`src/hw/rtl/tdsc_pkg.sv`:
```
// tdsc_pkg: widths, constants, word layouts and shared functions of the
// TDS sample converter. Used by every module under hw/rtl and by the checker.
// Depends on nothing.
package tdsc_pkg;

	// field widths
	localparam int ADC_W    = 12;
	localparam int TEMP_W   = 12;
	localparam int VREF_W   = 13;
	localparam int OFS_W    = 14;
	localparam int GAIN_W   = 16;
	localparam int COEF_W   = 16;
	localparam int VOLT_W   = 13;
	localparam int COND_W   = 12;
	localparam int TDS_W    = 11;
	localparam int CLASS_W  = 3;
	localparam int CFG_W    = 16;
	localparam int CFG_IDX_W = 3;

	// fixed design constants
	localparam int ADC_FULL_SCALE = 4095;
	localparam int CONDUCTIVE_MIN = 2500;
	localparam int TDS_FLOOR      = 0;
	localparam int TDS_CEILING    = 1500;
	localparam int COND_MAX       = 3000;
	localparam int FACTOR_ONE     = 1 << 20;   // Q20 unity of the compensation factor

	localparam int QC_LIM_GOOD  = 300;
	localparam int QC_LIM_FAIR  = 600;
	localparam int QC_LIM_POOR  = 900;
	localparam int QC_LIM_UNACC = 1200;
	localparam int QC_LIM_DANG  = 2000;

	// voltage: p = adc * vref, v = p / ADC_FULL_SCALE by reciprocal multiply
	localparam int PROD_W   = ADC_W + VREF_W;
	localparam int RECIP_SH = PROD_W;
	localparam int RECIP    = (1 << RECIP_SH) / ADC_FULL_SCALE;
	localparam int RECIP_W  = $clog2(RECIP + 1);
	localparam int FS_W     = $clog2(ADC_FULL_SCALE + 1);
	localparam int VQ_W     = PROD_W - FS_W + 1;

	// compensation factor F = 2^20 + coef * (temp - ref)
	localparam int DIFF_W = TEMP_W + 1;
	localparam int TP_W   = COEF_W + 1 + DIFF_W;
	localparam int F_W    = TP_W + 1;
	localparam int FMAG_W = F_W - 1;
	localparam int DEN_W  = VREF_W + FMAG_W;

	// numerator: comp * k * 2000 * 256 = (comp * k * 125) << 12
	localparam int NUM_SHIFT = 12;
	localparam int NUM_MUL   = (2000 * 256) >> NUM_SHIFT;
	localparam int NMUL_W    = $clog2(NUM_MUL + 1);
	localparam int COMP_W    = VQ_W + 2;
	localparam int CMAG_W    = COMP_W - 1;
	localparam int CK_W      = CMAG_W + GAIN_W;
	localparam int NUM_W     = CK_W + NMUL_W;
	localparam int Q_W       = NUM_SHIFT;        // quotient bits, one per divider stage

	// pipeline depth of each part
	localparam int SCL_STAGES = 7;
	localparam int DIV_STAGES = Q_W + 1;
	localparam int GRD_STAGES = 1;
	localparam int PIPE_DEPTH = SCL_STAGES + DIV_STAGES + GRD_STAGES;

	typedef enum logic [CFG_IDX_W-1:0] {
		REG_VREF_MV    = 3'd0,
		REG_OFFSET_MV  = 3'd1,
		REG_K_GAIN     = 3'd2,
		REG_REF_TEMP   = 3'd3,
		REG_TEMP_COEF  = 3'd4,
		REG_FLOAT_LOW  = 3'd5,
		REG_FLOAT_HIGH = 3'd6,
		REG_CLEAN_MAX  = 3'd7
	} cfg_reg_t;

	typedef enum logic [CLASS_W-1:0] {
		QC_EXCELLENT = 3'd0,
		QC_GOOD      = 3'd1,
		QC_FAIR      = 3'd2,
		QC_POOR      = 3'd3,
		QC_UNACCEPT  = 3'd4,
		QC_DANGEROUS = 3'd5,
		QC_NO_SENSOR = 3'd6
	} quality_t;

	typedef struct packed {
		logic [ADC_W-1:0]        clean_max;
		logic [ADC_W-1:0]        float_high;
		logic [ADC_W-1:0]        float_low;
		logic [COEF_W-1:0]       temp_coef;
		logic signed [TEMP_W-1:0] ref_temp;
		logic [GAIN_W-1:0]       k_gain;
		logic signed [OFS_W-1:0] offset_mv;
		logic [VREF_W-1:0]       vref_mv;
	} cfg_t;

	localparam cfg_t CFG_RESET = '{
		clean_max:  12'd800,
		float_high: 12'd2400,
		float_low:  12'd1200,
		temp_coef:  16'd1311,
		ref_temp:   12'sd400,
		k_gain:     16'd4096,
		offset_mv:  14'sd0,
		vref_mv:    13'd3300
	};

	// input word, last field in the low bits
	typedef struct packed {
		logic signed [TEMP_W-1:0] temperature;
		logic [ADC_W-1:0]         adc_sample;
	} in_word_t;

	// result word, last field in the low bits
	typedef struct packed {
		logic [CLASS_W-1:0] quality_class;
		logic [TDS_W-1:0]   tds_ppm;
		logic [COND_W-1:0]  conductivity_us;
		logic [VOLT_W-1:0]  voltage_mv;
		logic               sensor_ok;
	} res_t;

	localparam int IN_W  = $bits(in_word_t);
	localparam int OUT_W = $bits(res_t);

	// scaling front end -> divider
	typedef struct packed {
		logic              ok;
		logic [VOLT_W-1:0] volt;
		logic              max_cond;   // factor not positive
		logic              zero_cond;  // compensated voltage not positive
		logic [NUM_W-1:0]  num;
		logic [DEN_W-1:0]  den;
	} scl_t;

	// divider -> grading stage
	typedef struct packed {
		logic              ok;
		logic [VOLT_W-1:0] volt;
		logic              max_cond;
		logic              zero_cond;
		logic              sat;        // quotient would not fit in Q_W bits
		logic [Q_W-1:0]    quo;
	} div_t;

	function automatic logic probe_connected(input logic [ADC_W-1:0] a, input cfg_t c);
		logic r;
		if (a == '0)
			r = 1'b0;
		else if (a >= c.float_low && a <= c.float_high)
			r = 1'b0;
		else if (a <= c.clean_max)
			r = 1'b1;
		else if (a >= ADC_W'(CONDUCTIVE_MIN))
			r = 1'b1;
		else if (a < c.float_low)
			r = 1'b1;
		else
			r = 1'b0;
		return r;
	endfunction

	function automatic logic [TDS_W-1:0] tds_of(input logic [COND_W-1:0] cond);
		logic [TDS_W-1:0] t;
		t = TDS_W'(cond >> 1);
		if (t < TDS_W'(TDS_FLOOR))
			t = TDS_W'(TDS_FLOOR);
		if (t > TDS_W'(TDS_CEILING))
			t = TDS_W'(TDS_CEILING);
		return t;
	endfunction

	function automatic quality_t quality_of(input logic [TDS_W-1:0] t);
		quality_t q;
		if (t <= TDS_W'(QC_LIM_GOOD))
			q = QC_EXCELLENT;
		else if (t <= TDS_W'(QC_LIM_FAIR))
			q = QC_GOOD;
		else if (t <= TDS_W'(QC_LIM_POOR))
			q = QC_FAIR;
		else if (t <= TDS_W'(QC_LIM_UNACC))
			q = QC_POOR;
		else if (t <= TDS_W'(QC_LIM_DANG))
			q = QC_UNACCEPT;
		else
			q = QC_DANGEROUS;
		return q;
	endfunction

endpackage

```
`src/hw/rtl/tdsc_grade.sv`:
```
// tdsc_grade: output stage. Clamps conductivity, derives TDS and the quality
// class, holds the result word for the master side. Depends on tdsc_pkg.
module tdsc_grade import tdsc_pkg::*; (
	input  logic clk,
	input  logic arst_n,
	input  logic in_valid,
	output logic in_ready,
	input  div_t in_word,
	output logic out_valid,
	input  logic out_ready,
	output res_t out_word
);

	logic vld_s1;
	logic en;
	res_t res;
	res_t res_s1;
	logic [COND_W-1:0] cond;

	assign en = !vld_s1 || out_ready;

	always_comb begin
		if (!in_word.ok)
			cond = '0;
		else if (in_word.max_cond)
			cond = COND_W'(COND_MAX);
		else if (in_word.zero_cond)
			cond = '0;
		else if (in_word.sat || COND_W'(in_word.quo) > COND_W'(COND_MAX))
			cond = COND_W'(COND_MAX);
		else
			cond = COND_W'(in_word.quo);

		res.sensor_ok       = in_word.ok;
		res.voltage_mv      = in_word.volt;
		res.conductivity_us = cond;
		if (in_word.ok) begin
			res.tds_ppm       = tds_of(cond);
			res.quality_class = quality_of(tds_of(cond));
		end else begin
			res.tds_ppm       = '0;
			res.quality_class = QC_NO_SENSOR;
		end
	end

	always_ff @(posedge clk or negedge arst_n) begin
		if (!arst_n) begin
			vld_s1 <= 1'b0;
		end else if (en) begin
			vld_s1 <= in_valid;
		end
	end

	always_ff @(posedge clk) begin
		if (en)
			res_s1 <= res;
	end

	assign in_ready  = en;
	assign out_valid = vld_s1;
	assign out_word  = res_s1;

endmodule

```
`config.mk`:
```
export PLATFORM = sky130hd
export DESIGN_NAME = tdsc_grade
export DESIGN_NICKNAME = d
export VERILOG_FILES = /design/src/hw/rtl/tdsc_pkg.sv /design/src/hw/rtl/tdsc_grade.sv
export SDC_FILE = /design/constraint.sdc
export NUM_CORES = 1
export LEC_CHECK = 0
export BUFFER_PORTS_ARGS = -buffer_cell sky130_fd_sc_hd__buf_4
export CELL_PAD_IN_SITES_DETAIL_PLACEMENT = 0
export CELL_PAD_IN_SITES_GLOBAL_PLACEMENT = 1
export CORE_MARGIN = 2
export CORE_UTILIZATION = 32
export CTS_CLUSTER_DIAMETER = 50
export DETAILED_ROUTE_END_ITERATION = 6
export PLACE_DENSITY = 0.76
export RECOVER_POWER = 100
export SETUP_SLACK_MARGIN = 0.15
export SLEW_MARGIN = 20
export SYNTH_ARGS = -nofsm -noshare
export SYNTH_HDL_FRONTEND = slang
export SYNTH_SLANG_ARGS = --single-unit
export TNS_END_PERCENT = 100
```
`constraint.sdc`:
```
create_clock -name clk -period 1.9 [get_ports clk]
set_clock_uncertainty 0.05 [all_clocks]
set_input_delay 0.38 -clock clk [delete_from_list [all_inputs] [get_ports clk]]
set_output_delay 0.38 -clock clk [all_outputs]
set_load 0.01 [all_outputs]
```
; ---- Yosys cells after proc, flatten, opt, wreduce, memory -nomap -nowiden
; Index checks and enable logic that the tools add are counted.
[word_totals]
register_bits = 41
latch_bits = 0
ramBits = 0
romBits = 0
in_bits = 33
out_inout_bits = 42
word_cells = 35
mem_count = 0
[op_classes]
n_addsub = 0
multipliers = 0
div_mod_pow = 0
magnitude_cmp = 8
n_eq_ne = 0
shift = 0
n_mux = 13
bitwise = 1
n_reduce_logical = 5
[op_table]
columns = op, count
row1 = $mux 12, 4
row2 = $mux 11, 4
row3 = $le 11x10->1 const B, 2
row4 = $le 11x11->1 const B, 2
row5 = $gt 12x12->1 const B, 1
row6 = $mux 3, 4
row7 = $gt 11x11->1 const B, 1
row8 = $le 11x9->1 const B, 1
row9 = $lt 11x1->1 const B, 1
row10 = $reduce_or 4->1, 1
row11 = $logic_or 1x1->1, 2
row12 = $reduce_or 2->1, 1
row13 = $logic_not 1->1, 1
row14 = $mux 1, 1
row15 = $not 1->1, 1

; ---- Depth between registers and ports, before layout
[logic_depth]
ltp_word = 18
depth_mapped = 7
depth_no_buf = 7

; ---- Worst setup path after synthesis
; Ideal clock, no wire load.
[synth_path]
path_kind = input-to-reg
startpoint = input port out_ready
endpoint = register res_s1 (netlist bit out_word[0]) (enable)
setup_ps = 408
arrival_ps = 1471
path_slack_ps = -29
cell_stages = 1
n_path_buf = 0
cell_sequence = nand2b_1
[synth_via]
elab_chain_cells = 1
[synth_rtl]
columns = element, line
row1 = start: declaration, tdsc_grade.sv:10  ; input logic out_ready,
row2 = $logic_or 1x1->1, tdsc_grade.sv:20  ; assign en = !vld_s1 || out_ready;
row3 = end signal: assignment, tdsc_grade.sv:56  ; res_s1 <= res;
row4 = end: declaration, tdsc_grade.sv:17  ; res_t res_s1;
; No other way between the ends.
; A chain may end at the register's enable or synchronous reset.

; ---- Worst setup path in the final report
[layout_path]
startpoint = input port in_word[11] (netlist bit)
endpoint = register res_s1 (netlist bit out_word[37]), data pin
[layout_via]
elab_chain_cells = 17
[layout_rtl]
columns = element, line
row1 = start: declaration, tdsc_grade.sv:8  ; input div_t in_word,
row2 = $gt 12x12->1 (*), tdsc_grade.sv:29  ; else if (in_word.sat || COND_W'(in_word.quo) > COND_W'(COND_MAX))
row3 = $logic_or 1x1->1 (*), tdsc_grade.sv:29
row4 = $mux 12 (*), tdsc_grade.sv:29
row5 = $mux 12 (*), tdsc_grade.sv:27  ; else if (in_word.zero_cond)
row6 = $mux 12 (*), tdsc_grade.sv:25  ; else if (in_word.max_cond)
row7 = $mux 12 (*), tdsc_grade.sv:23  ; if (!in_word.ok)
row8 = via cond[8], tdsc_grade.sv:18  ; logic [COND_W-1:0] cond;
row9 = $lt 11x1->1, tdsc_pkg.sv:166  ; if (t < TDS_W'(TDS_FLOOR))
row10 = (+2 left out), --
row11 = $gt 11x11->1, tdsc_pkg.sv:168  ; if (t > TDS_W'(TDS_CEILING))
row12 = $mux 11 (*), tdsc_pkg.sv:168
row13 = $mux 11 (*), tdsc_grade.sv:37  ; if (in_word.ok) begin
row14 = $le 11x11->1, tdsc_pkg.sv:183  ; else if (t <= TDS_W'(QC_LIM_DANG))
row15 = $mux 1, tdsc_pkg.sv:183
row16 = $mux 3, tdsc_pkg.sv:181  ; else if (t <= TDS_W'(QC_LIM_UNACC))
row17 = $mux 3, tdsc_pkg.sv:179  ; else if (t <= TDS_W'(QC_LIM_POOR))
row18 = $mux 3, tdsc_pkg.sv:177  ; else if (t <= TDS_W'(QC_LIM_FAIR))
; Mark *: on every way through the listed nets, which the timed path passes. The rest lies on a longest branch. The select of a mux whose other input is x is not followed.

==> out/results.ini <==
[floorplan]
io-pin-count=75
die-width_um=77.48
rows=26
dieArea_um2=6003
die_h_um=77.48
coreArea_um2=5172
start_util_pct=33.41

[power]
internal_power_mw=1.678
combPwrFrac_pct=16.2
switching_share_pct=21.31
power_frac_clock_pct=32.7
p_leak_nw=1.102
finalPower_mw=2.132
p_per_area_nw_per_um2=804.8
power.switching_mw=0.4542
seq_power_share_pct=51.1
vdd_drop_max_mv=0.2926

[worst_setup_path]
crit_type=input pin to flip-flop
end_kind=flip-flop
required_ns=1.98
cp_max_fo=9
setup.worst_path.start_class=input pin
worst_ep_arrival_time_ns=1.79

[placed_design]
pre_cts_ws_ns=-0.1055
placed_area_um2=2517
gp_congestion=0.8212
dp_hpwl_mm=3.065
post-place-cells=287
io_buffers=74

[grt]
grt_max_degree=20
grt_pass1_wl_mm=6.292
grt_pass1_vias=1258
overflow=0
antenna_found_initial=0
globalRouteTotalUtil_pct=13.51

[synth]
synth-async-reset-ratio_pct=2.439
seq_area_frac_synth_pct=70.96
syn_nets=157
yosysWarnings=0
synth_cell_types=33
ys_ff_latch=41
synth_edf_count=40
syn_area_um2=1728
avgSynthCellArea_um2=13.93
ys.flop_type=edfxtp_1
synthCells=124

[finish]
instances_no_fill=296
finish.utilization_pct=51.21
drive_gt1_share_pct=48.67
most-common-layout-cells=buf_4, edfxtp_1, nor2_1, clkbuf_4, nor3_1
antennaDiodeCount=0
final_common_cell=buf_4
area_growth_pct=53.29
final_area_um2=2649
fin_nets=258

[clock_network]
postCtsSetupRepairBufs=0
path_clk_slew_ns=0.07
numCtsBuffers=5
cts_root_buf=clkbuf_8
cts_max_level=2
ctsLongestPathBuffers=2
cts.sinks=41
clkLatencyLatePin_ns=0.28
cts_tree=yes

[sta]
finalCritPeriodShare_pct=89.73
max_slew_margin_pct=70.97
rsz0062_at_grt=false
setup_tns_ns=0
fin_hold_ws_ns=0.2410
slew_violations=0
setup_viol=0
worst_pin_slew_ns=0.4355
min_period_ns=1.705
layout_setup_ws_ns=0.1952
max_freq_ghz=0.5866
hold_violations=0

[drt]
drt-wirelength-per-cell_um=13.06
drtIter0Drc=37
postRouteAntennaNets=0
drc_errors=0
drtPass1Iterations=5
viasPerCell=4.608
num_vias=1364
wl_mm=3.866

[worst_hold_path]
hold_path_class=input pin to flip-flop

[status]
outcome=complete, no violations

[flow_run]
max_cap_violations=0

==> area by class of cell <==
cell class | count | area (µm²)
Clock buffer | 7 | 86.33
Clock inverter | 1 | 30.03
Fill cell | 477 | 2524
Inverter | 4 | 15.01
Multi-Input combinational cell | 76 | 484.2
Sequential cell | 41 | 1226
Tap cell | 70 | 87.58
Timing Repair Buffer | 97 | 719.4
==> cells in the mapped netlist (3+ instances only) <==
| cell type | instances | share of area (%) |
|---|---|---|
| and2_1 | 5 | 1.8 |
| nand2b_1 | 3 | 1.1 |
| inv_1 | 3 | 0.65 |
| o21ai_0 | 4 | 1.2 |
| o21a_1 | 7 | 3.0 |
| nand2_1 | 5 | 1.1 |
| nor3_1 | 8 | 2.3 |
| a21oi_1 | 5 | 1.4 |
| nor2_1 | 14 | 3.0 |
| edfxtp_1 | 40 | 70 |
==> final timing paths <==
kind                        startpoint           end  slack, ns  cells after the start
setup reg to reg             out_valid  out_word[24]       0.47                      2
min in group asynchronous       arst_n     out_valid       0.37                      2
hold / removal                in_valid     out_valid       0.24                      2
setup / recovery           in_word[11]  out_word[37]       0.20                      7
max in group asynchronous       arst_n     out_valid       1.34                      2
hold reg to reg              out_valid     out_valid       0.75                      2
==> what timing repair did <==
action	in CTS	in global routing
setup endpoints to repair	0	2
hold buffers	1	0
gates resized for setup	0	5
endpoints found under the hold margin	1	0
==> worst max-delay path, cell delays in order <==
cell and delay [ns]:
buf_4 0.13, a211o_1 0.44, nor2_2 0.15, nor2_1 0.08, a311oi_2 0.34, a311oi_1 0.08, nor3_1 0.19
==> cells by family after synthesis <==
family / synth area share, %
AO/OA/AOI/OAI: 10.64
buffers and inverters: 2.100
flip-flops: 70.96
AND/OR/NAND/NOR: 16.29
==> registers in the layout, indices dropped and copies added (netlist names) <==
signal	count
out_valid	1
out_word	40
==> routing by layer <==
layer,vias to the layer above,GRT usage (%),wire [µm]
li1,668,-,-
met1,617,18.20,1736
met2,73,20.52,1739
met3,6,4.302,338
met4,0,4.821,51
met5,-,0,0
==> power by group through the flow <==
| stage | clock network (mW) | logic, mW | registers [mW] |
|---|---|---|---|
| floorplan | 0 | 0.0897 | 1.15 |
| global placement | 0 | 0.344 | 1.11 |
| detailed placement | 0 | 0.347 | 1.11 |
| CTS | 0.719 | 0.350 | 1.09 |
| global route | 0.755 | 0.376 | 1.09 |
| finish | 0.698 | 0.345 | 1.09 |
Power figures use the tool's default switching activity.
