[src/hw/rtl/tdsc_pkg.sv]
// tdsc_pkg: widths, constants, word layouts and shared functions of the
// TDS sample converter. Used by every module under hw/rtl and by the checker.
// Depends on nothing.
package tdsc_pkg;

	// field widths
	localparam int ADC_W    = 12;
	localparam int TEMP_W   = 12;
	localparam int VREF_W   = 13;
	localparam int OFS_W    = 14;
	localparam int GAIN_W   = 16;
	localparam int COEF_W   = 16;
	localparam int VOLT_W   = 13;
	localparam int COND_W   = 12;
	localparam int TDS_W    = 11;
	localparam int CLASS_W  = 3;
	localparam int CFG_W    = 16;
	localparam int CFG_IDX_W = 3;

	// fixed design constants
	localparam int ADC_FULL_SCALE = 4095;
	localparam int CONDUCTIVE_MIN = 2500;
	localparam int TDS_FLOOR      = 0;
	localparam int TDS_CEILING    = 1500;
	localparam int COND_MAX       = 3000;
	localparam int FACTOR_ONE     = 1 << 20;   // Q20 unity of the compensation factor

	localparam int QC_LIM_GOOD  = 300;
	localparam int QC_LIM_FAIR  = 600;
	localparam int QC_LIM_POOR  = 900;
	localparam int QC_LIM_UNACC = 1200;
	localparam int QC_LIM_DANG  = 2000;

	// voltage: p = adc * vref, v = p / ADC_FULL_SCALE by reciprocal multiply
	localparam int PROD_W   = ADC_W + VREF_W;
	localparam int RECIP_SH = PROD_W;
	localparam int RECIP    = (1 << RECIP_SH) / ADC_FULL_SCALE;
	localparam int RECIP_W  = $clog2(RECIP + 1);
	localparam int FS_W     = $clog2(ADC_FULL_SCALE + 1);
	localparam int VQ_W     = PROD_W - FS_W + 1;

	// compensation factor F = 2^20 + coef * (temp - ref)
	localparam int DIFF_W = TEMP_W + 1;
	localparam int TP_W   = COEF_W + 1 + DIFF_W;
	localparam int F_W    = TP_W + 1;
	localparam int FMAG_W = F_W - 1;
	localparam int DEN_W  = VREF_W + FMAG_W;

	// numerator: comp * k * 2000 * 256 = (comp * k * 125) << 12
	localparam int NUM_SHIFT = 12;
	localparam int NUM_MUL   = (2000 * 256) >> NUM_SHIFT;
	localparam int NMUL_W    = $clog2(NUM_MUL + 1);
	localparam int COMP_W    = VQ_W + 2;
	localparam int CMAG_W    = COMP_W - 1;
	localparam int CK_W      = CMAG_W + GAIN_W;
	localparam int NUM_W     = CK_W + NMUL_W;
	localparam int Q_W       = NUM_SHIFT;        // quotient bits, one per divider stage

	// pipeline depth of each part
	localparam int SCL_STAGES = 7;
	localparam int DIV_STAGES = Q_W + 1;
	localparam int GRD_STAGES = 1;
	localparam int PIPE_DEPTH = SCL_STAGES + DIV_STAGES + GRD_STAGES;

	typedef enum logic [CFG_IDX_W-1:0] {
		REG_VREF_MV    = 3'd0,
		REG_OFFSET_MV  = 3'd1,
		REG_K_GAIN     = 3'd2,
		REG_REF_TEMP   = 3'd3,
		REG_TEMP_COEF  = 3'd4,
		REG_FLOAT_LOW  = 3'd5,
		REG_FLOAT_HIGH = 3'd6,
		REG_CLEAN_MAX  = 3'd7
	} cfg_reg_t;

	typedef enum logic [CLASS_W-1:0] {
		QC_EXCELLENT = 3'd0,
		QC_GOOD      = 3'd1,
		QC_FAIR      = 3'd2,
		QC_POOR      = 3'd3,
		QC_UNACCEPT  = 3'd4,
		QC_DANGEROUS = 3'd5,
		QC_NO_SENSOR = 3'd6
	} quality_t;

	typedef struct packed {
		logic [ADC_W-1:0]        clean_max;
		logic [ADC_W-1:0]        float_high;
		logic [ADC_W-1:0]        float_low;
		logic [COEF_W-1:0]       temp_coef;
		logic signed [TEMP_W-1:0] ref_temp;
		logic [GAIN_W-1:0]       k_gain;
		logic signed [OFS_W-1:0] offset_mv;
		logic [VREF_W-1:0]       vref_mv;
	} cfg_t;

	localparam cfg_t CFG_RESET = '{
		clean_max:  12'd800,
		float_high: 12'd2400,
		float_low:  12'd1200,
		temp_coef:  16'd1311,
		ref_temp:   12'sd400,
		k_gain:     16'd4096,
		offset_mv:  14'sd0,
		vref_mv:    13'd3300
	};

	// input word, last field in the low bits
	typedef struct packed {
		logic signed [TEMP_W-1:0] temperature;
		logic [ADC_W-1:0]         adc_sample;
	} in_word_t;

	// result word, last field in the low bits
	typedef struct packed {
		logic [CLASS_W-1:0] quality_class;
		logic [TDS_W-1:0]   tds_ppm;
		logic [COND_W-1:0]  conductivity_us;
		logic [VOLT_W-1:0]  voltage_mv;
		logic               sensor_ok;
	} res_t;

	localparam int IN_W  = $bits(in_word_t);
	localparam int OUT_W = $bits(res_t);

	// scaling front end -> divider
	typedef struct packed {
		logic              ok;
		logic [VOLT_W-1:0] volt;
		logic              max_cond;   // factor not positive
		logic              zero_cond;  // compensated voltage not positive
		logic [NUM_W-1:0]  num;
		logic [DEN_W-1:0]  den;
	} scl_t;

	// divider -> grading stage
	typedef struct packed {
		logic              ok;
		logic [VOLT_W-1:0] volt;
		logic              max_cond;
		logic              zero_cond;
		logic              sat;        // quotient would not fit in Q_W bits
		logic [Q_W-1:0]    quo;
	} div_t;

	function automatic logic probe_connected(input logic [ADC_W-1:0] a, input cfg_t c);
		logic r;
		if (a == '0)
			r = 1'b0;
		else if (a >= c.float_low && a <= c.float_high)
			r = 1'b0;
		else if (a <= c.clean_max)
			r = 1'b1;
		else if (a >= ADC_W'(CONDUCTIVE_MIN))
			r = 1'b1;
		else if (a < c.float_low)
			r = 1'b1;
		else
			r = 1'b0;
		return r;
	endfunction

	function automatic logic [TDS_W-1:0] tds_of(input logic [COND_W-1:0] cond);
		logic [TDS_W-1:0] t;
		t = TDS_W'(cond >> 1);
		if (t < TDS_W'(TDS_FLOOR))
			t = TDS_W'(TDS_FLOOR);
		if (t > TDS_W'(TDS_CEILING))
			t = TDS_W'(TDS_CEILING);
		return t;
	endfunction

	function automatic quality_t quality_of(input logic [TDS_W-1:0] t);
		quality_t q;
		if (t <= TDS_W'(QC_LIM_GOOD))
			q = QC_EXCELLENT;
		else if (t <= TDS_W'(QC_LIM_FAIR))
			q = QC_GOOD;
		else if (t <= TDS_W'(QC_LIM_POOR))
			q = QC_FAIR;
		else if (t <= TDS_W'(QC_LIM_UNACC))
			q = QC_POOR;
		else if (t <= TDS_W'(QC_LIM_DANG))
			q = QC_UNACCEPT;
		else
			q = QC_DANGEROUS;
		return q;
	endfunction

endpackage

[src/hw/rtl/tdsc_div.sv]
// tdsc_div: pipelined restoring divider, one quotient bit per stage,
// computing (num << Q_W) / den with an overflow flag. Depends on tdsc_pkg.
module tdsc_div import tdsc_pkg::*; (
	input  logic clk,
	input  logic arst_n,
	input  logic in_valid,
	output logic in_ready,
	input  scl_t in_word,
	output logic out_valid,
	input  logic out_ready,
	output div_t out_word
);

	logic [DIV_STAGES-1:0] vld_q;
	logic [DIV_STAGES-1:0] vld_nx;
	logic [DIV_STAGES-1:0] en;

	always_comb begin
		en[DIV_STAGES-1] = !vld_q[DIV_STAGES-1] || out_ready;
		for (int i = DIV_STAGES - 2; i >= 0; i--)
			en[i] = !vld_q[i] || en[i+1];
	end

	assign vld_nx = {vld_q[DIV_STAGES-2:0], in_valid};

	always_ff @(posedge clk or negedge arst_n) begin
		if (!arst_n) begin
			vld_q <= '0;
		end else begin
			vld_q <= (en & vld_nx) | (~en & vld_q);
		end
	end

	assign in_ready  = en[0];
	assign out_valid = vld_q[DIV_STAGES-1];

	logic [DEN_W-1:0] rem_s  [Q_W];
	logic [DEN_W-1:0] den_s  [Q_W];
	div_t             info_s [DIV_STAGES];

	// stage 0: overflow check; num < den leaves a quotient below 2^Q_W
	div_t info0;

	always_comb begin
		info0.ok        = in_word.ok;
		info0.volt      = in_word.volt;
		info0.max_cond  = in_word.max_cond;
		info0.zero_cond = in_word.zero_cond;
		info0.sat       = DEN_W'(in_word.num) >= in_word.den;
		info0.quo       = '0;
	end

	always_ff @(posedge clk) begin
		if (en[0]) begin
			rem_s[0]  <= DEN_W'(in_word.num);
			den_s[0]  <= in_word.den;
			info_s[0] <= info0;
		end
	end

	for (genvar j = 1; j <= Q_W; j++) begin : g_stage
		logic [DEN_W:0] r2;
		logic           ge;
		div_t           nxt;

		always_comb begin
			r2       = {rem_s[j-1], 1'b0};
			ge       = r2 >= {1'b0, den_s[j-1]};
			nxt      = info_s[j-1];
			nxt.quo  = {info_s[j-1].quo[Q_W-2:0], ge};
		end

		always_ff @(posedge clk) begin
			if (en[j])
				info_s[j] <= nxt;
		end

		if (j < Q_W) begin : g_rem
			always_ff @(posedge clk) begin
				if (en[j]) begin
					rem_s[j] <= ge ? DEN_W'(r2 - {1'b0, den_s[j-1]}) : DEN_W'(r2);
					den_s[j] <= den_s[j-1];
				end
			end
		end
	end

	assign out_word = info_s[Q_W];

endmodule

[config.mk]
export PLATFORM = sky130hd
export DESIGN_NAME = tdsc_div
export DESIGN_NICKNAME = d
export VERILOG_FILES = /design/src/hw/rtl/tdsc_pkg.sv /design/src/hw/rtl/tdsc_div.sv
export SDC_FILE = /design/constraint.sdc
export NUM_CORES = 2
export LEC_CHECK = 0
export BUFFER_PORTS_ARGS = -buffer_cell sky130_fd_sc_hd__clkbuf_2
export CAP_MARGIN = 30
export CORE_MARGIN = 2
export CORE_UTILIZATION = 59
export CTS_CLUSTER_SIZE = 40
export DETAILED_ROUTE_END_ITERATION = 10
export PLACE_DENSITY = 0.76
export REMOVE_ABC_BUFFERS = 1
export SLEW_MARGIN = 20
export SYNTH_ARGS = -nofsm -noshare
export SYNTH_HDL_FRONTEND = slang
export SYNTH_SLANG_ARGS = --single-unit
[constraint.sdc]
create_clock -name clk -period 12.6 [get_ports clk]
set_input_delay 1.26 -clock clk [delete_from_list [all_inputs] [get_ports clk]]
set_output_delay 1.26 -clock clk [all_outputs]
set_load 0.05 [all_outputs]
* Word level (Yosys, flattened, before mapping)
Memories as Yosys holds them, arrays and structs flattened. Index checks and enable logic that the tools add are counted.
Storage, ports and cells: register bits after elaboration 13, bits in latches 0, bits in writable memories 1409, memory bits (read-only) 0, input bits 101, memories kept 3
Cells by class: add/subtract/negate cells 11, multiply operators 0, divide/modulo/power cells 0, order comparisons 13, equal/unequal tests 0, shifts and indexed selects 0, muxes and demuxes 37, bitwise logic cells 4, reduce and logical (&&, ||, !) cells 26
Memory list:
- den_s | depth 12, bits a word 43, read ports 12, clocked after memory_dff 0, wr ports 12, line tdsc_div.sv:38 | logic [DEN_W-1:0] den_s [Q_W];
- rem_s | depth 12, bits a word 43, read ports 12, clocked after memory_dff 0, wr ports 12, line tdsc_div.sv:37 | logic [DEN_W-1:0] rem_s [Q_W];
- info_s | depth 13, bits a word 29, read ports 13, clocked after memory_dff 0, wr ports 13, line tdsc_div.sv:39 | div_t info_s [DIV_STAGES];
Operators by type and width (count):
- greater-or-equal comparator 44 x 43 -> 1 bit | 12
- two-way mux 43 bit | 11
- subtractor 43 bit | 11
- greater-or-equal comparator 38 x 43 -> 1 bit | 1
- bitwise AND 13 bit | 2
- two-way mux 1 bit | 26
- zero test 1 bit | 13
- logical OR 1 bit | 13
- NOT 13 bit | 1
- OR 13 bit | 1

* Depth between registers and ports, before layout
depth in word-level cells 17, gate-level depth with buffers 16, depth with buffers taken out 14

* Worst setup path before layout
No wires, ideal clock.
path type in2out, start input out_ready, end output in_ready, arrival time 9871 ps, data required time 11340 ps, path slack 1469 ps, stages 9, path buffers 0, cells stage by stage nor2b_1 nand2_1 nor2_1 and2_1 and3_1 and2_1 nand3_1 nor2_1 nand2_1
Between the ends: longest elaborated chain between the ends 13
RTL lines:
- start, declared | line tdsc_div.sv:10 | input logic out_ready,
- logical OR 1 bit | line tdsc_div.sv:19 | en[DIV_STAGES-1] = !vld_q[DIV_STAGES-1] || out_ready;
- logical OR 1 bit | line tdsc_div.sv:21 | en[i] = !vld_q[i] || en[i+1];
- net en[11] | line tdsc_div.sv:16 | logic [DIV_STAGES-1:0] en;
- logical OR 1 bit (9 in a row) | line tdsc_div.sv:21
- net en[2] | line tdsc_div.sv:16
- logical OR 1 bit (2 in a row) | line tdsc_div.sv:21
- end, declared | line tdsc_div.sv:7 | output logic in_ready,
The timed path passes the listed nets, and every way through them passes these cells.

* Worst setup path in the final report
Same ends and word-level chain as after synthesis.

==> flow_summary.ini <==
[power_and_ir_drop]
p_seq_frac = 0.360
pwr_density_cell_nw_per_um2 = 253
p_clk_frac = 0.194
swShare = 0.369
switchingPower_mw = 7.57
leakage_nw = 34.3
p_comb_frac = 0.446
vdd_drop_max_mv = 0.169
power.internal_mw = 12.9

[worst_setup_path]
r2r_cells = 11
critPathTopFamily = simple AND/OR/NAND/NOR gates
crit_path_end_kind = output pin
reg2reg_slack_ns = 7.41
cp.required_ns = 11.34
path_class = input pin to output pin
crit_path_cell_trace = clkbuf_2 -> nor2b_1 -> nand2_4 -> nor2_1 -> and2_1 -> and3_1 -> and2_1 -> nand3_4 -> nor2_1 -> nand2_4 -> clkbuf_2
critPathLaunchType = input pin
crit_arrival_ns = 5.42
critPathBufInv = 2
worst-path-stages = 11
slowest_delay_ns = 0.54
critical_path.max_fanout = 51
worst_path_max_delay_cell = nor2_1

[placement]
dp_cells = 8113
io_buffers = 131
dp_hpwl_mm = 112
post-place-ws_ns = 5.82
finalWeightedCongestion = 0.955

[global_routing]
grt_pass1_vias = 48100
grt_first_pass_wirelength_mm = 237
grt_overflow = 0
track_usage = 0.230
grt_max_degree = 85
antenna_found_initial = 1

[cts]
clock_sinks = 1339
cts_root_buffer = clkbuf_16
clock_path_buffers = 3
path_clk_slew_ns = 0.06
tritoncts.num_buffers = 144
h-tree-depth = 4
cts_resized = 0
cts_tree = done
clkLatencyLatePin_ns = 0.78
post_cts_buffers = 0
postCtsHoldBufs = 0

[die]
start_util = 0.593
io_pins = 132
die_w_um = 358
row_count = 130
die_y_um = 358
die_area_sq_um = 128000
core-area_sq_um = 125000

[route]
routed_wl_mm = 147
firstDrtPassIters = 7
post-route-drc-count = 0
ant_nets = 0
wl_per_cell_um = 17.5
vias_per_cell = 5.76
via_count = 48200
initialDrtViolationCount = 3123

[sta]
rsz0062_at_grt = false
fmax_mhz = 150
max_slew_margin = 0.331
fin_crit_sh = 0.530
finalWorstPathRequiredPeriod_ns = 6.68
hold_viol = 0
slew_violations = 0
timing.hold.ws_ns = 0.410
tightest_slew_ns = 0.995
setup_viol = 0
setup_slack_ns = 5.92
skew_ns = 0.0313
fin_setup_tns_ns = 0

[outcome]
status = finished, final reports clean

[final_layout]
fin_nets = 7271
multi_input_area_sq_um = 30800
syn_to_final_growth_pct = 9.27
layout_commonest_cell = edfxtp_1
mostFrequentLayoutCells = 1326 x edfxtp_1, 647 x inv_1, 577 x a21oi_1, 549 x ha_1, 443 x nand2_1
seq_area_sq_um = 40100
instances_no_fill = 8366
nFillCells = 9494
drive_gt1_frac = 0.0879

[synthesis]
ys.flop_type = edfxtp_1
async_reset_ff_frac = 0.00971
netlist_instances = 6499
synth.distinct_cells = 97
syn_avg_cell_area_sq_um = 11.4
yosysSeqAreaShare = 0.542
ys_ff_latch = 1339
synth-edff-count = 1326
synth-warning-count = 0
syn_area_sq_um = 74100

[run]
maxCapViolCount = 0

[hold_path]
hp-class = input pin to async pin
## synthesized netlist by cell type, types with 16 or more instances
| library cell | count | area [sq um] |
|---|---|---|
| and3_1 | 49 | 307 |
| o21bai_1 | 56 | 420 |
| o21ai_1 | 19 | 95.1 |
| edfxtp_1 | 1326 | 39800 |
| xnor2_1 | 247 | 2160 |
| and4_1 | 18 | 158 |
| a21oi_1 | 577 | 2890 |
| a211oi_1 | 47 | 353 |
| o21ai_0 | 391 | 1960 |
| xor2_1 | 177 | 1550 |
| mux2_1 | 37 | 417 |
| a211o_1 | 22 | 193 |
| a21o_1 | 283 | 2120 |
| nor2b_1 | 76 | 475 |
| o211ai_1 | 27 | 203 |
| o21a_1 | 72 | 541 |
| and2_1 | 26 | 163 |
| clkbuf_1 | 128 | 480 |
| nor2_1 | 320 | 1200 |
| or3_1 | 20 | 125 |
| nand2_1 | 447 | 1680 |
| nor3_1 | 51 | 255 |
| nand3_1 | 99 | 495 |
| buf_2 | 38 | 190 |
| o31ai_1 | 36 | 270 |
| a21boi_0 | 16 | 120 |
| mux2_2 | 170 | 1910 |
| nand4_1 | 109 | 682 |
| nand2b_1 | 62 | 388 |
| ha_1 | 549 | 6870 |
| inv_1 | 652 | 2450 |
| nor4_1 | 20 | 125 |
| a31oi_1 | 66 | 413 |
## kinds of logic after synthesis
logic type / count (synthesis) / share of synthesized area
buf+inv: 851 / 0.0450
mux: 211 / 0.0320
simple gates: 1349 / 0.0872
flops: 1339 / 0.542
xor+xnor: 424 / 0.0501
compound gates: 1765 / 0.149
fa+ha+maj: 560 / 0.0956
## registers in the layout, summed over array words and instances (netlist names), named ones only
register	count
den_s	516
info_s	299
rem_s	511
## routing by layer
metal / vias to the layer above / wire length, um / track usage
met3: 381 / 4970 / 0.0302
met4: 0 / 7820 / 0.123
met2: 1129 / 74600 / 0.419
li1: 24100 / - / -
met1: 22600 / 59400 / 0.263
met5: - / 0 / 0
## power groups by stage
stage	clock, mW	combinational [mW]	sequential (mW)
final	3.98	9.13	7.38
after global routing	4.25	10.2	7.52
after CTS	4.08	9.07	7.38
after detailed placement	0	8.98	7.45
after global placement	0	8.82	7.42
after floorplan	0	7.11	7.29
## metrics by stage
stage	total power, mW	cell area (sq um)	util
after floorplan	14.4	73200	-
after global placement	16.2	76400	0.611
after detailed placement	16.4	76400	0.611
after CTS	20.5	81000	0.647
after global routing	21.9	81000	0.648
final	20.5	81000	0.648
## worst paths after layout
check,end,from
worst max-delay path,in_ready,out_ready
worst min-delay path,async pin,arst_n
worst max register to register,den_s[0][15],flip-flop
worst min register to register,info_s[1][89],info_s[1][59]
max in group asynchronous,async pin,arst_n
min in group clk,info_s[1][89],info_s[1][59]
## final cells by class
type / count / area share
diodes: 1 / 0.0000309
clock buffers: 183 / 0.0468
clock inverters: 68 / 0.00956
inverters: 653 / 0.0304
multi-input cells: 4309 / 0.381
flip-flops and latches: 1339 / 0.496
well taps: 1650 / 0.0255
repair buffers: 163 / 0.0116
(Power assumes the default switching activity.)
