**config.mk**
```make
export PLATFORM = sky130hd
export DESIGN_NAME = tdsc_scale
export DESIGN_NICKNAME = d
export VERILOG_FILES = /design/src/hw/rtl/tdsc_pkg.sv /design/src/hw/rtl/tdsc_scale.sv
export SDC_FILE = /design/constraint.sdc
export NUM_CORES = 2
export LEC_CHECK = 0
export BUFFER_PORTS_ARGS = -buffer_cell sky130_fd_sc_hd__buf_2
export CORE_MARGIN = 2
export CORE_UTILIZATION = 35
export CTS_CLUSTER_SIZE = 25
export DETAILED_ROUTE_END_ITERATION = 6
export MAX_ROUTING_LAYER = met4
export PLACE_DENSITY = 0.58
export REMOVE_ABC_BUFFERS = 1
export SLEW_MARGIN = 20
export SYNTH_ARGS = -nofsm -noshare
export SYNTH_HDL_FRONTEND = slang
export SYNTH_SLANG_ARGS = --single-unit
```
**constraint.sdc**
```tcl
create_clock -name clk -period 11.82 [get_ports clk]
set_clock_uncertainty 0.2 [all_clocks]
set_input_delay 1.182 -clock clk [delete_from_list [all_inputs] [get_ports clk]]
set_output_delay 1.182 -clock clk [all_outputs]
set_load 0.01 [all_outputs]
```
**src/hw/rtl/tdsc_pkg.sv**
```systemverilog
// tdsc_pkg: widths, constants, word layouts and shared functions of the
// TDS sample converter. Used by every module under hw/rtl and by the checker.
// Depends on nothing.
package tdsc_pkg;

	// field widths
	localparam int ADC_W    = 12;
	localparam int TEMP_W   = 12;
	localparam int VREF_W   = 13;
	localparam int OFS_W    = 14;
	localparam int GAIN_W   = 16;
	localparam int COEF_W   = 16;
	localparam int VOLT_W   = 13;
	localparam int COND_W   = 12;
	localparam int TDS_W    = 11;
	localparam int CLASS_W  = 3;
	localparam int CFG_W    = 16;
	localparam int CFG_IDX_W = 3;

	// fixed design constants
	localparam int ADC_FULL_SCALE = 4095;
	localparam int CONDUCTIVE_MIN = 2500;
	localparam int TDS_FLOOR      = 0;
	localparam int TDS_CEILING    = 1500;
	localparam int COND_MAX       = 3000;
	localparam int FACTOR_ONE     = 1 << 20;   // Q20 unity of the compensation factor

	localparam int QC_LIM_GOOD  = 300;
	localparam int QC_LIM_FAIR  = 600;
	localparam int QC_LIM_POOR  = 900;
	localparam int QC_LIM_UNACC = 1200;
	localparam int QC_LIM_DANG  = 2000;

	// voltage: p = adc * vref, v = p / ADC_FULL_SCALE by reciprocal multiply
	localparam int PROD_W   = ADC_W + VREF_W;
	localparam int RECIP_SH = PROD_W;
	localparam int RECIP    = (1 << RECIP_SH) / ADC_FULL_SCALE;
	localparam int RECIP_W  = $clog2(RECIP + 1);
	localparam int FS_W     = $clog2(ADC_FULL_SCALE + 1);
	localparam int VQ_W     = PROD_W - FS_W + 1;

	// compensation factor F = 2^20 + coef * (temp - ref)
	localparam int DIFF_W = TEMP_W + 1;
	localparam int TP_W   = COEF_W + 1 + DIFF_W;
	localparam int F_W    = TP_W + 1;
	localparam int FMAG_W = F_W - 1;
	localparam int DEN_W  = VREF_W + FMAG_W;

	// numerator: comp * k * 2000 * 256 = (comp * k * 125) << 12
	localparam int NUM_SHIFT = 12;
	localparam int NUM_MUL   = (2000 * 256) >> NUM_SHIFT;
	localparam int NMUL_W    = $clog2(NUM_MUL + 1);
	localparam int COMP_W    = VQ_W + 2;
	localparam int CMAG_W    = COMP_W - 1;
	localparam int CK_W      = CMAG_W + GAIN_W;
	localparam int NUM_W     = CK_W + NMUL_W;
	localparam int Q_W       = NUM_SHIFT;        // quotient bits, one per divider stage

	// pipeline depth of each part
	localparam int SCL_STAGES = 7;
	localparam int DIV_STAGES = Q_W + 1;
	localparam int GRD_STAGES = 1;
	localparam int PIPE_DEPTH = SCL_STAGES + DIV_STAGES + GRD_STAGES;

	typedef enum logic [CFG_IDX_W-1:0] {
		REG_VREF_MV    = 3'd0,
		REG_OFFSET_MV  = 3'd1,
		REG_K_GAIN     = 3'd2,
		REG_REF_TEMP   = 3'd3,
		REG_TEMP_COEF  = 3'd4,
		REG_FLOAT_LOW  = 3'd5,
		REG_FLOAT_HIGH = 3'd6,
		REG_CLEAN_MAX  = 3'd7
	} cfg_reg_t;

	typedef enum logic [CLASS_W-1:0] {
		QC_EXCELLENT = 3'd0,
		QC_GOOD      = 3'd1,
		QC_FAIR      = 3'd2,
		QC_POOR      = 3'd3,
		QC_UNACCEPT  = 3'd4,
		QC_DANGEROUS = 3'd5,
		QC_NO_SENSOR = 3'd6
	} quality_t;

	typedef struct packed {
		logic [ADC_W-1:0]        clean_max;
		logic [ADC_W-1:0]        float_high;
		logic [ADC_W-1:0]        float_low;
		logic [COEF_W-1:0]       temp_coef;
		logic signed [TEMP_W-1:0] ref_temp;
		logic [GAIN_W-1:0]       k_gain;
		logic signed [OFS_W-1:0] offset_mv;
		logic [VREF_W-1:0]       vref_mv;
	} cfg_t;

	localparam cfg_t CFG_RESET = '{
		clean_max:  12'd800,
		float_high: 12'd2400,
		float_low:  12'd1200,
		temp_coef:  16'd1311,
		ref_temp:   12'sd400,
		k_gain:     16'd4096,
		offset_mv:  14'sd0,
		vref_mv:    13'd3300
	};

	// input word, last field in the low bits
	typedef struct packed {
		logic signed [TEMP_W-1:0] temperature;
		logic [ADC_W-1:0]         adc_sample;
	} in_word_t;

	// result word, last field in the low bits
	typedef struct packed {
		logic [CLASS_W-1:0] quality_class;
		logic [TDS_W-1:0]   tds_ppm;
		logic [COND_W-1:0]  conductivity_us;
		logic [VOLT_W-1:0]  voltage_mv;
		logic               sensor_ok;
	} res_t;

	localparam int IN_W  = $bits(in_word_t);
	localparam int OUT_W = $bits(res_t);

	// scaling front end -> divider
	typedef struct packed {
		logic              ok;
		logic [VOLT_W-1:0] volt;
		logic              max_cond;   // factor not positive
		logic              zero_cond;  // compensated voltage not positive
		logic [NUM_W-1:0]  num;
		logic [DEN_W-1:0]  den;
	} scl_t;

	// divider -> grading stage
	typedef struct packed {
		logic              ok;
		logic [VOLT_W-1:0] volt;
		logic              max_cond;
		logic              zero_cond;
		logic              sat;        // quotient would not fit in Q_W bits
		logic [Q_W-1:0]    quo;
	} div_t;

	function automatic logic probe_connected(input logic [ADC_W-1:0] a, input cfg_t c);
		logic r;
		if (a == '0)
			r = 1'b0;
		else if (a >= c.float_low && a <= c.float_high)
			r = 1'b0;
		else if (a <= c.clean_max)
			r = 1'b1;
		else if (a >= ADC_W'(CONDUCTIVE_MIN))
			r = 1'b1;
		else if (a < c.float_low)
			r = 1'b1;
		else
			r = 1'b0;
		return r;
	endfunction

	function automatic logic [TDS_W-1:0] tds_of(input logic [COND_W-1:0] cond);
		logic [TDS_W-1:0] t;
		t = TDS_W'(cond >> 1);
		if (t < TDS_W'(TDS_FLOOR))
			t = TDS_W'(TDS_FLOOR);
		if (t > TDS_W'(TDS_CEILING))
			t = TDS_W'(TDS_CEILING);
		return t;
	endfunction

	function automatic quality_t quality_of(input logic [TDS_W-1:0] t);
		quality_t q;
		if (t <= TDS_W'(QC_LIM_GOOD))
			q = QC_EXCELLENT;
		else if (t <= TDS_W'(QC_LIM_FAIR))
			q = QC_GOOD;
		else if (t <= TDS_W'(QC_LIM_POOR))
			q = QC_FAIR;
		else if (t <= TDS_W'(QC_LIM_UNACC))
			q = QC_POOR;
		else if (t <= TDS_W'(QC_LIM_DANG))
			q = QC_UNACCEPT;
		else
			q = QC_DANGEROUS;
		return q;
	endfunction

endpackage

```
**src/hw/rtl/tdsc_scale.sv**
```systemverilog
// tdsc_scale: seven-stage front end. Millivolt scaling, probe test,
// compensation factor, numerator and denominator of the conductivity quotient.
// Depends on tdsc_pkg.
module tdsc_scale import tdsc_pkg::*; (
	input  logic                     clk,
	input  logic                     arst_n,
	input  logic                     in_valid,
	output logic                     in_ready,
	input  logic [ADC_W-1:0]         adc_sample,
	input  logic signed [TEMP_W-1:0] temperature,
	input  cfg_t                     cfg,
	output logic                     out_valid,
	input  logic                     out_ready,
	output scl_t                     out_word
);

	logic [SCL_STAGES-1:0] vld_q;
	logic [SCL_STAGES-1:0] vld_nx;
	logic [SCL_STAGES-1:0] en;

	// stage advances when empty or when the stage after it advances
	always_comb begin
		en[SCL_STAGES-1] = !vld_q[SCL_STAGES-1] || out_ready;
		for (int i = SCL_STAGES - 2; i >= 0; i--)
			en[i] = !vld_q[i] || en[i+1];
	end

	assign vld_nx = {vld_q[SCL_STAGES-2:0], in_valid};

	always_ff @(posedge clk or negedge arst_n) begin
		if (!arst_n) begin
			vld_q <= '0;
		end else begin
			vld_q <= (en & vld_nx) | (~en & vld_q);
		end
	end

	assign in_ready  = en[0];
	assign out_valid = vld_q[SCL_STAGES-1];

	// stage 1
	logic [PROD_W-1:0]        p_s1;
	logic signed [DIFF_W-1:0] diff_s1;
	logic                     ok_s1;

	always_ff @(posedge clk) begin
		if (en[0]) begin
			p_s1    <= PROD_W'(adc_sample) * PROD_W'(cfg.vref_mv);
			diff_s1 <= DIFF_W'(temperature) - DIFF_W'(cfg.ref_temp);
			ok_s1   <= probe_connected(adc_sample, cfg);
		end
	end

	// stage 2: quotient estimate, may be one low
	logic [PROD_W+RECIP_W-1:0] qm;
	logic [VQ_W-1:0]           q0_s2;
	logic [PROD_W-1:0]         p_s2;
	logic signed [TP_W-1:0]    tp_s2;
	logic                      ok_s2;

	assign qm = (PROD_W+RECIP_W)'(p_s1) * (PROD_W+RECIP_W)'(RECIP);

	always_ff @(posedge clk) begin
		if (en[1]) begin
			q0_s2 <= VQ_W'(qm >> RECIP_SH);
			p_s2  <= p_s1;
			tp_s2 <= $signed({1'b0, cfg.temp_coef}) * diff_s1;
			ok_s2 <= ok_s1;
		end
	end

	// stage 3
	logic [PROD_W-1:0]     qd_s3;
	logic [VQ_W-1:0]       q0_s3;
	logic [PROD_W-1:0]     p_s3;
	logic signed [F_W-1:0] f_s3;
	logic                  ok_s3;

	always_ff @(posedge clk) begin
		if (en[2]) begin
			qd_s3 <= PROD_W'(q0_s2) * PROD_W'(ADC_FULL_SCALE);
			q0_s3 <= q0_s2;
			p_s3  <= p_s2;
			f_s3  <= F_W'(FACTOR_ONE) + F_W'(tp_s2);
			ok_s3 <= ok_s2;
		end
	end

	// stage 4: correct the estimate, build the denominator
	logic [PROD_W-1:0] rem;
	logic [VREF_W-1:0] vr;
	logic [VQ_W-1:0]   v_s4;
	logic [DEN_W-1:0]  den_s4;
	logic              fpos_s4;
	logic              ok_s4;

	assign rem = p_s3 - qd_s3;
	assign vr  = (cfg.vref_mv == '0) ? VREF_W'(1) : cfg.vref_mv;

	always_ff @(posedge clk) begin
		if (en[3]) begin
			v_s4    <= q0_s3 + VQ_W'(rem >= PROD_W'(ADC_FULL_SCALE));
			den_s4  <= DEN_W'(vr) * DEN_W'(f_s3[FMAG_W-1:0]);
			fpos_s4 <= !f_s3[F_W-1] && (f_s3 != '0);
			ok_s4   <= ok_s3;
		end
	end

	// stage 5: offset removal, reported voltage
	localparam logic [VOLT_W-1:0] VOLT_SAT = '1;

	logic signed [COMP_W-1:0] comp;
	logic [CMAG_W-1:0]        cmag_s5;
	logic                     cpos_s5;
	logic [VOLT_W-1:0]        volt_s5;
	logic [DEN_W-1:0]         den_s5;
	logic                     fpos_s5;
	logic                     ok_s5;

	assign comp = $signed({2'b00, v_s4}) - COMP_W'(cfg.offset_mv);

	always_ff @(posedge clk) begin
		if (en[4]) begin
			cmag_s5 <= comp[CMAG_W-1:0];
			cpos_s5 <= !comp[COMP_W-1] && (comp != '0);
			volt_s5 <= (v_s4 > VQ_W'(VOLT_SAT)) ? VOLT_SAT : v_s4[VOLT_W-1:0];
			den_s5  <= den_s4;
			fpos_s5 <= fpos_s4;
			ok_s5   <= ok_s4;
		end
	end

	// stage 6: times gain
	logic [CK_W-1:0]   ck_s6;
	logic              cpos_s6;
	logic [VOLT_W-1:0] volt_s6;
	logic [DEN_W-1:0]  den_s6;
	logic              fpos_s6;
	logic              ok_s6;

	always_ff @(posedge clk) begin
		if (en[5]) begin
			ck_s6   <= CK_W'(cmag_s5) * CK_W'(cfg.k_gain);
			cpos_s6 <= cpos_s5;
			volt_s6 <= volt_s5;
			den_s6  <= den_s5;
			fpos_s6 <= fpos_s5;
			ok_s6   <= ok_s5;
		end
	end

	// stage 7: times 2000*256, the power-of-two part left to the divider
	logic [NUM_W-1:0]  num_s7;
	logic              cpos_s7;
	logic [VOLT_W-1:0] volt_s7;
	logic [DEN_W-1:0]  den_s7;
	logic              fpos_s7;
	logic              ok_s7;

	always_ff @(posedge clk) begin
		if (en[6]) begin
			num_s7  <= NUM_W'(ck_s6) * NUM_W'(NUM_MUL);
			cpos_s7 <= cpos_s6;
			volt_s7 <= volt_s6;
			den_s7  <= den_s6;
			fpos_s7 <= fpos_s6;
			ok_s7   <= ok_s6;
		end
	end

	always_comb begin
		out_word.ok        = ok_s7;
		out_word.volt      = volt_s7;
		out_word.max_cond  = !fpos_s7;
		out_word.zero_cond = !cpos_s7;
		out_word.num       = num_s7;
		out_word.den       = den_s7;
	end

endmodule

```
* Word-level counts from Yosys, hierarchy flattened *
Cells that the tools add are included.

cells by class
  add/sub/neg operators = 5
  multipliers = 7
  magnitude comparators = 7
  muxes and demuxes = 4
  bitwise logic cells = 4
  reduce and logical (&&, ||, !) cells = 26

operator list
  operator                                                                 count
  13-bit by 30-bit multiplier with 43-bit output                           1
  25-bit by 13-bit multiplier with 38-bit output, second input constant    1
  31-bit by 7-bit multiplier with 38-bit output, second input constant     1
  22-bit by 30-bit adder with 31-bit output, first input constant          1
  15-bit by 16-bit multiplier with 31-bit output                           1
  31-bit nonzero test                                                      1
  17-bit by 13-bit multiplier with 30-bit output                           1
  25-bit by 12-bit >= comparator with 1-bit output, second input constant  1
  12-bit by 13-bit multiplier with 25-bit output                           1
  14-bit by 12-bit multiplier with 25-bit output, second input constant    1
  25-bit subtractor                                                        1
  12-bit <= comparator                                                     2
  16-bit nonzero test                                                      1
  15-bit by 14-bit subtractor with 16-bit output                           1
  14-bit by 1-bit adder with 14-bit output                                 1
  7-bit bitwise AND                                                        2
  14-bit by 13-bit > comparator with 1-bit output, second input constant   1
  13-bit logical NOT                                                       1
  13-bit two-way mux                                                       1
  12-bit by 12-bit subtractor with 13-bit output                           1
  12-bit >= comparator                                                     1
  12-bit >= comparator, second input constant                              1
  12-bit logical NOT                                                       1
  12-bit < comparator                                                      1
  other kinds (7)                                                          27

word-level totals
  flip-flop bits (word level) = 532
  input port bits = 135
  output and inout bits = 99
  word-level logic and storage cells = 88

* Logic depth before layout (Yosys ltp) *
  word-level depth = 11
  depth in mapped cells = 24
  mapped depth without buffers = 23

* Worst setup path after synthesis *
OpenSTA, ideal clock, no wires.

  kind = in2reg
  from = in cfg[56] (netlist bit)
  to = reg tp_s2[29], data pin
  library setup time = 0.260 ns
  arrival = 6.752 ns
  data required time = 11.360 ns
  setup slack = 4.609 ns
  stages = 22
  buffers on the path = 1
  cells stage by stage = clkbuf_1 -> nand2_1 -> fa_1 -> fa_1 -> inv_1 -> fa_1 -> inv_1 -> fa_1 -> inv_1 -> fa_1 -> fa_1 -> ha_1 -> a21o_1 -> a21oi_1 -> o21ai_0 -> o21ai_1 -> o211ai_1 -> a31o_2 -> a2111o_1 -> a21o_1 -> a21oi_1 -> xnor2_1

on the way
  word-level cells in the longest chain between the ends = 1

ends and longest elaborated chain
  element                                         RTL line          RTL
  start: declaration                              tdsc_scale.sv:11  input cfg_t cfg,
  17-bit by 13-bit multiplier with 30-bit output  tdsc_scale.sv:67  tp_s2 <= $signed({1'b0, cfg.temp_coef}) * diff_s1;
  end signal: assignment                          tdsc_scale.sv:67
  end: declaration                                tdsc_scale.sv:58  logic signed [TP_W-1:0] tp_s2;

Every way passes these cells.
A chain may end at the register's enable or synchronous reset.

* Final worst setup path *
  from = in cfg[9] (netlist bit)
  to = reg den_s4[42], data pin

on the way
  word-level cells in the longest chain between the ends = 3

ends and longest elaborated chain
  element                                           RTL line           RTL
  13-bit logical NOT                                tdsc_scale.sv:98   assign vr = (cfg.vref_mv == '0) ? VREF_W'(1) : cfg.vref_mv;
  13-bit two-way mux *                              tdsc_scale.sv:98
  13-bit by 30-bit multiplier with 43-bit output *  tdsc_scale.sv:103  den_s4 <= DEN_W'(vr) * DEN_W'(f_s3[FMAG_W-1:0]);
  end signal: assignment                            tdsc_scale.sv:103
  end: declaration                                  tdsc_scale.sv:93   logic [DEN_W-1:0] den_s4;

Mark *: on every way between the ends. The rest lies on a longest branch, timed or not.

==> results.tsv <==
stage	metric	value	unit
outcome	status	complete, no violations	
route	Vias	39200	
yosys	post-synth top area cell	fa_1	
worst_setup_path	worst path cell trace	buf_2 -> buf_4 -> nor4_1 -> a41o_1 -> nand2_1 -> fa_1 -> inv_1 -> fa_1 -> fa_1 -> inv_1 -> fa_1 -> inv_1 -> ha_1 -> and3_4 -> a221oi_2 -> o211ai_1 -> a21oi_2 -> a21oi_1 -> o41ai_2 -> a31o_2 -> o21ai_1 -> a21o_1 -> xnor2_1	
grt	met2 GRT Util	28.4	%
clocking	CTS tree	done	
grt	routing usage on met3	2.20	%
grt	busiest grt layer	met2	
worst_setup_path	critical path type	input pin to flip-flop	
clocking	Reg clk slew, reported paths	0.06	ns
grt	total congestion overflow	0	
clocking	hold buffer count at cts	0	
final_layout	layout cells sized above 1	7.07	%
yosys	Synth cell types	86	
worst_setup_path	Worst EP arrival	7.78	ns
grt	largest net degree at the start of global routing	72	
yosys	Synth Flop Type	edfxtp_1	
clocking	buffers from clock root to sink, at most	3	
run	Max-cap violations	0	
worst_setup_path	Req. time, crit path	12.05	ns
clocking	Post-CTS Repair Setup Buffers	0	
timing	RSZ-0062 raised after global routing	false	
grt	vias in the first global route	42200	
die	full die area	177000	um2
final_layout	area delta synth->final	9.73	%
timing	post-layout min period	7.56	ns
die	chip height	421	um
route	WL/cell	16.7	um
placed_design	dpl hpwl	110	mm
route	vias per cell	4.76	
route	First DRT Iteration DRCs	2059	
die	Initial Util	35.1	%
route	Routed Antenna Nets	0	
yosys	Synth Warn #	0	
worst_setup_path	Worst setup SP type	input pin	
yosys	FF+latch count, synth	531	
placed_design	I/O Buffers	233	
placed_design	RD Place Congestion	0.862	
route	drt total wl	138	mm
worst_setup_path	crit end category	flip-flop	
grt	GRT met1 Usage	21.0	%
worst_setup_path	slowest stage delay, CP	0.91	ns
clocking	Max H-tree Level	3	
clocking	clock root cell	clkbuf_16	
die	IO Count	234	
timing	endpoints failing setup	0	
clocking	Sink Count	531	
clocking	clock buffer count from CTS	67	
yosys	ys async rst share	1.32	%
timing	worst-margin pin slew	1.04	ns
hold_path	HP Class	input pin to async pin	
worst_setup_path	CP max FO	43	
timing	Fin. Hold Viols	0	
yosys	Synth Instances	5712	
die	row cnt	153	
clocking	post-cts sizing count	0	
yosys	Post-Syn Area	60800	um2
grt	global-route wire length before repair	227	mm
yosys	number of synthesized flops with an enable pin	524	
clocking	Skew-Pair Late Insertion Delay	0.68	ns
yosys	Synth area leaders	fa_1 (31%), edfxtp_1 (26%), ha_1 (13%)	
grt	initial antenna violation count	7	
yosys	Commonest cells post-synth	inv_1 (1203), fa_1 (953), ha_1 (609), nand2_1 (603), edfxtp_1 (524)	
timing	maximum clock frequency	132	MHz
grt	GRT Total Usage	16.7	%
worst_setup_path	most frequent CP cell	fa_1	
die	DIE WIDTH	421	um
timing	Max transition margin	30.5	%
timing	Final Slew Violations	0	
worst_setup_path	Worst path slowest cell	a41o_1	
yosys	cell with the most instances after synthesis	inv_1	
yosys	Seq/Total Area, Yosys	26.2	%
timing	fin crit share	63.9	%
die	core area	173000	um2
route	Residual DRC	0	
yosys	syn_area_per_cell	10.6	um2
timing	Setup Total Neg Slack	0	ns
route	drt first pass iters	5	
final_layout	Final nets	7568	
yosys	Yosys top cell area share	31.4	%
==> final cells by class <==
class	count	area, um2
Multi-Input combinational cell	3814	39800
Fill cell	16900	106000
Antenna cell	1	2.50
Clock buffer	75	1730
Inverter	1203	4520
Tap cell	2325	2910
Timing Repair Buffer	254	1320
Clock inverter	48	548
Sequential cell	531	15900
==> path summary, 6_finish.rpt <==
path                             startpoint    endpoint  slack, ns  cells past startpoint
worst max-delay path                 cfg[9]  den_s4[42]       4.26                     23
worst min-delay path                 arst_n   async pin       0.12                      1
worst max register to register  diff_s1[12]   tp_s2[29]       4.66                     21
worst min register to register     tp_s2[6]     f_s3[6]       0.20                      0
max in group asynchronous            arst_n   async pin      11.14                      1
min in group clk                   tp_s2[6]     f_s3[6]       0.20                      0
==> kinds of logic (layout without fill, tap and decap cells) <==
group / count (synthesis) / count (layout) / share of synthesized area (%)
adders and majority gates: 1562 / 1562 / 43.9
and+or+nand+nor: 1478 / 1478 / 12.2
buffers and inverters: 1367 / 1580 / 8.47
AOI/OAI and AO/OA: 557 / 557 / 6.17
DFF: 531 / 531 / 26.2
xor gates and xnor gates: 214 / 214 / 3.08
muxes: 3 / 3 / 0.0514
other: 0 / 1 / 0
==> worst max-delay path, delay by kind of cell <==
kind	cells	cell delay [ns]
xor gates and xnor gates	1	0.12
and+or+nand+nor	3	0.76
adders and majority gates	5	2.46
AOI/OAI and AO/OA	9	2.69
buffers and inverters	5	0.50
==> through the flow <==
step / hold slack [ns] / area (um2) / utilization (%) / setup WS (ns) / cells
2_1_floorplan: 0.200 / 60200 / - / 4.75 / 5548
3_3_place_gp: 0.201 / 64500 / 37.2 / 3.65 / 8127
3_5_place_dp: 0.205 / 64500 / 37.2 / 3.56 / 8127
4_1_cts: 0.0674 / 66700 / 38.5 / 4.30 / 8250
5_1_grt: 0.0958 / 66700 / 38.5 / 3.85 / 8250
6_report: 0.124 / 66700 / 38.5 / 4.26 / 8251
==> placed cells by master, fill, tap and decap left out, drive strengths merged, types with 6 or more instances in the layout <==
cell	count
clkinv	32
clkbuf	75
buf	254
nor2b	35
nor3	33
edfxtp	524
a221oi	10
nand4	29
xnor2	153
a211oi	20
ha	609
o31ai	13
dfrtp	7
o21a	29
nand3	55
o21bai	18
a31oi	12
and3	19
or3	11
nand2b	50
and2	469
xor2	61
nand2	603
o211ai	12
o21ai	96
a31o	8
inv	1209
bufinv	7
fa	953
a21boi	11
nor4	17
a21oi	168
nor2	110
or4	6
or2	26
a21o	95
o2111ai	11
==> per-layer routing <==
metal,wire [um],part of all wire [%],up-vias
met3,5610,4.1,171
met2,68800,50,762
met4,2910,2.1,0
met1,60800,44,19900
li1,-,-,18400
met5,0,0,-
==> sequential cells by signal, indices dropped and copies added (netlist names), 14 cells and up, named ones only <==
signal and cells:
ck_s6 31, cmag_s5 15, den_s4 43, den_s5 43, den_s6 43, den_s7 43
f_s3 31, num_s7 38, p_s1 25, p_s2 25, p_s3 25, q0_s2 14
qd_s3 25, tp_s2 30, v_s4 14
Power is left out: the tool's default activity adds up to more than one toggle a clock period on the data nets, which glitch-free logic cannot reach.
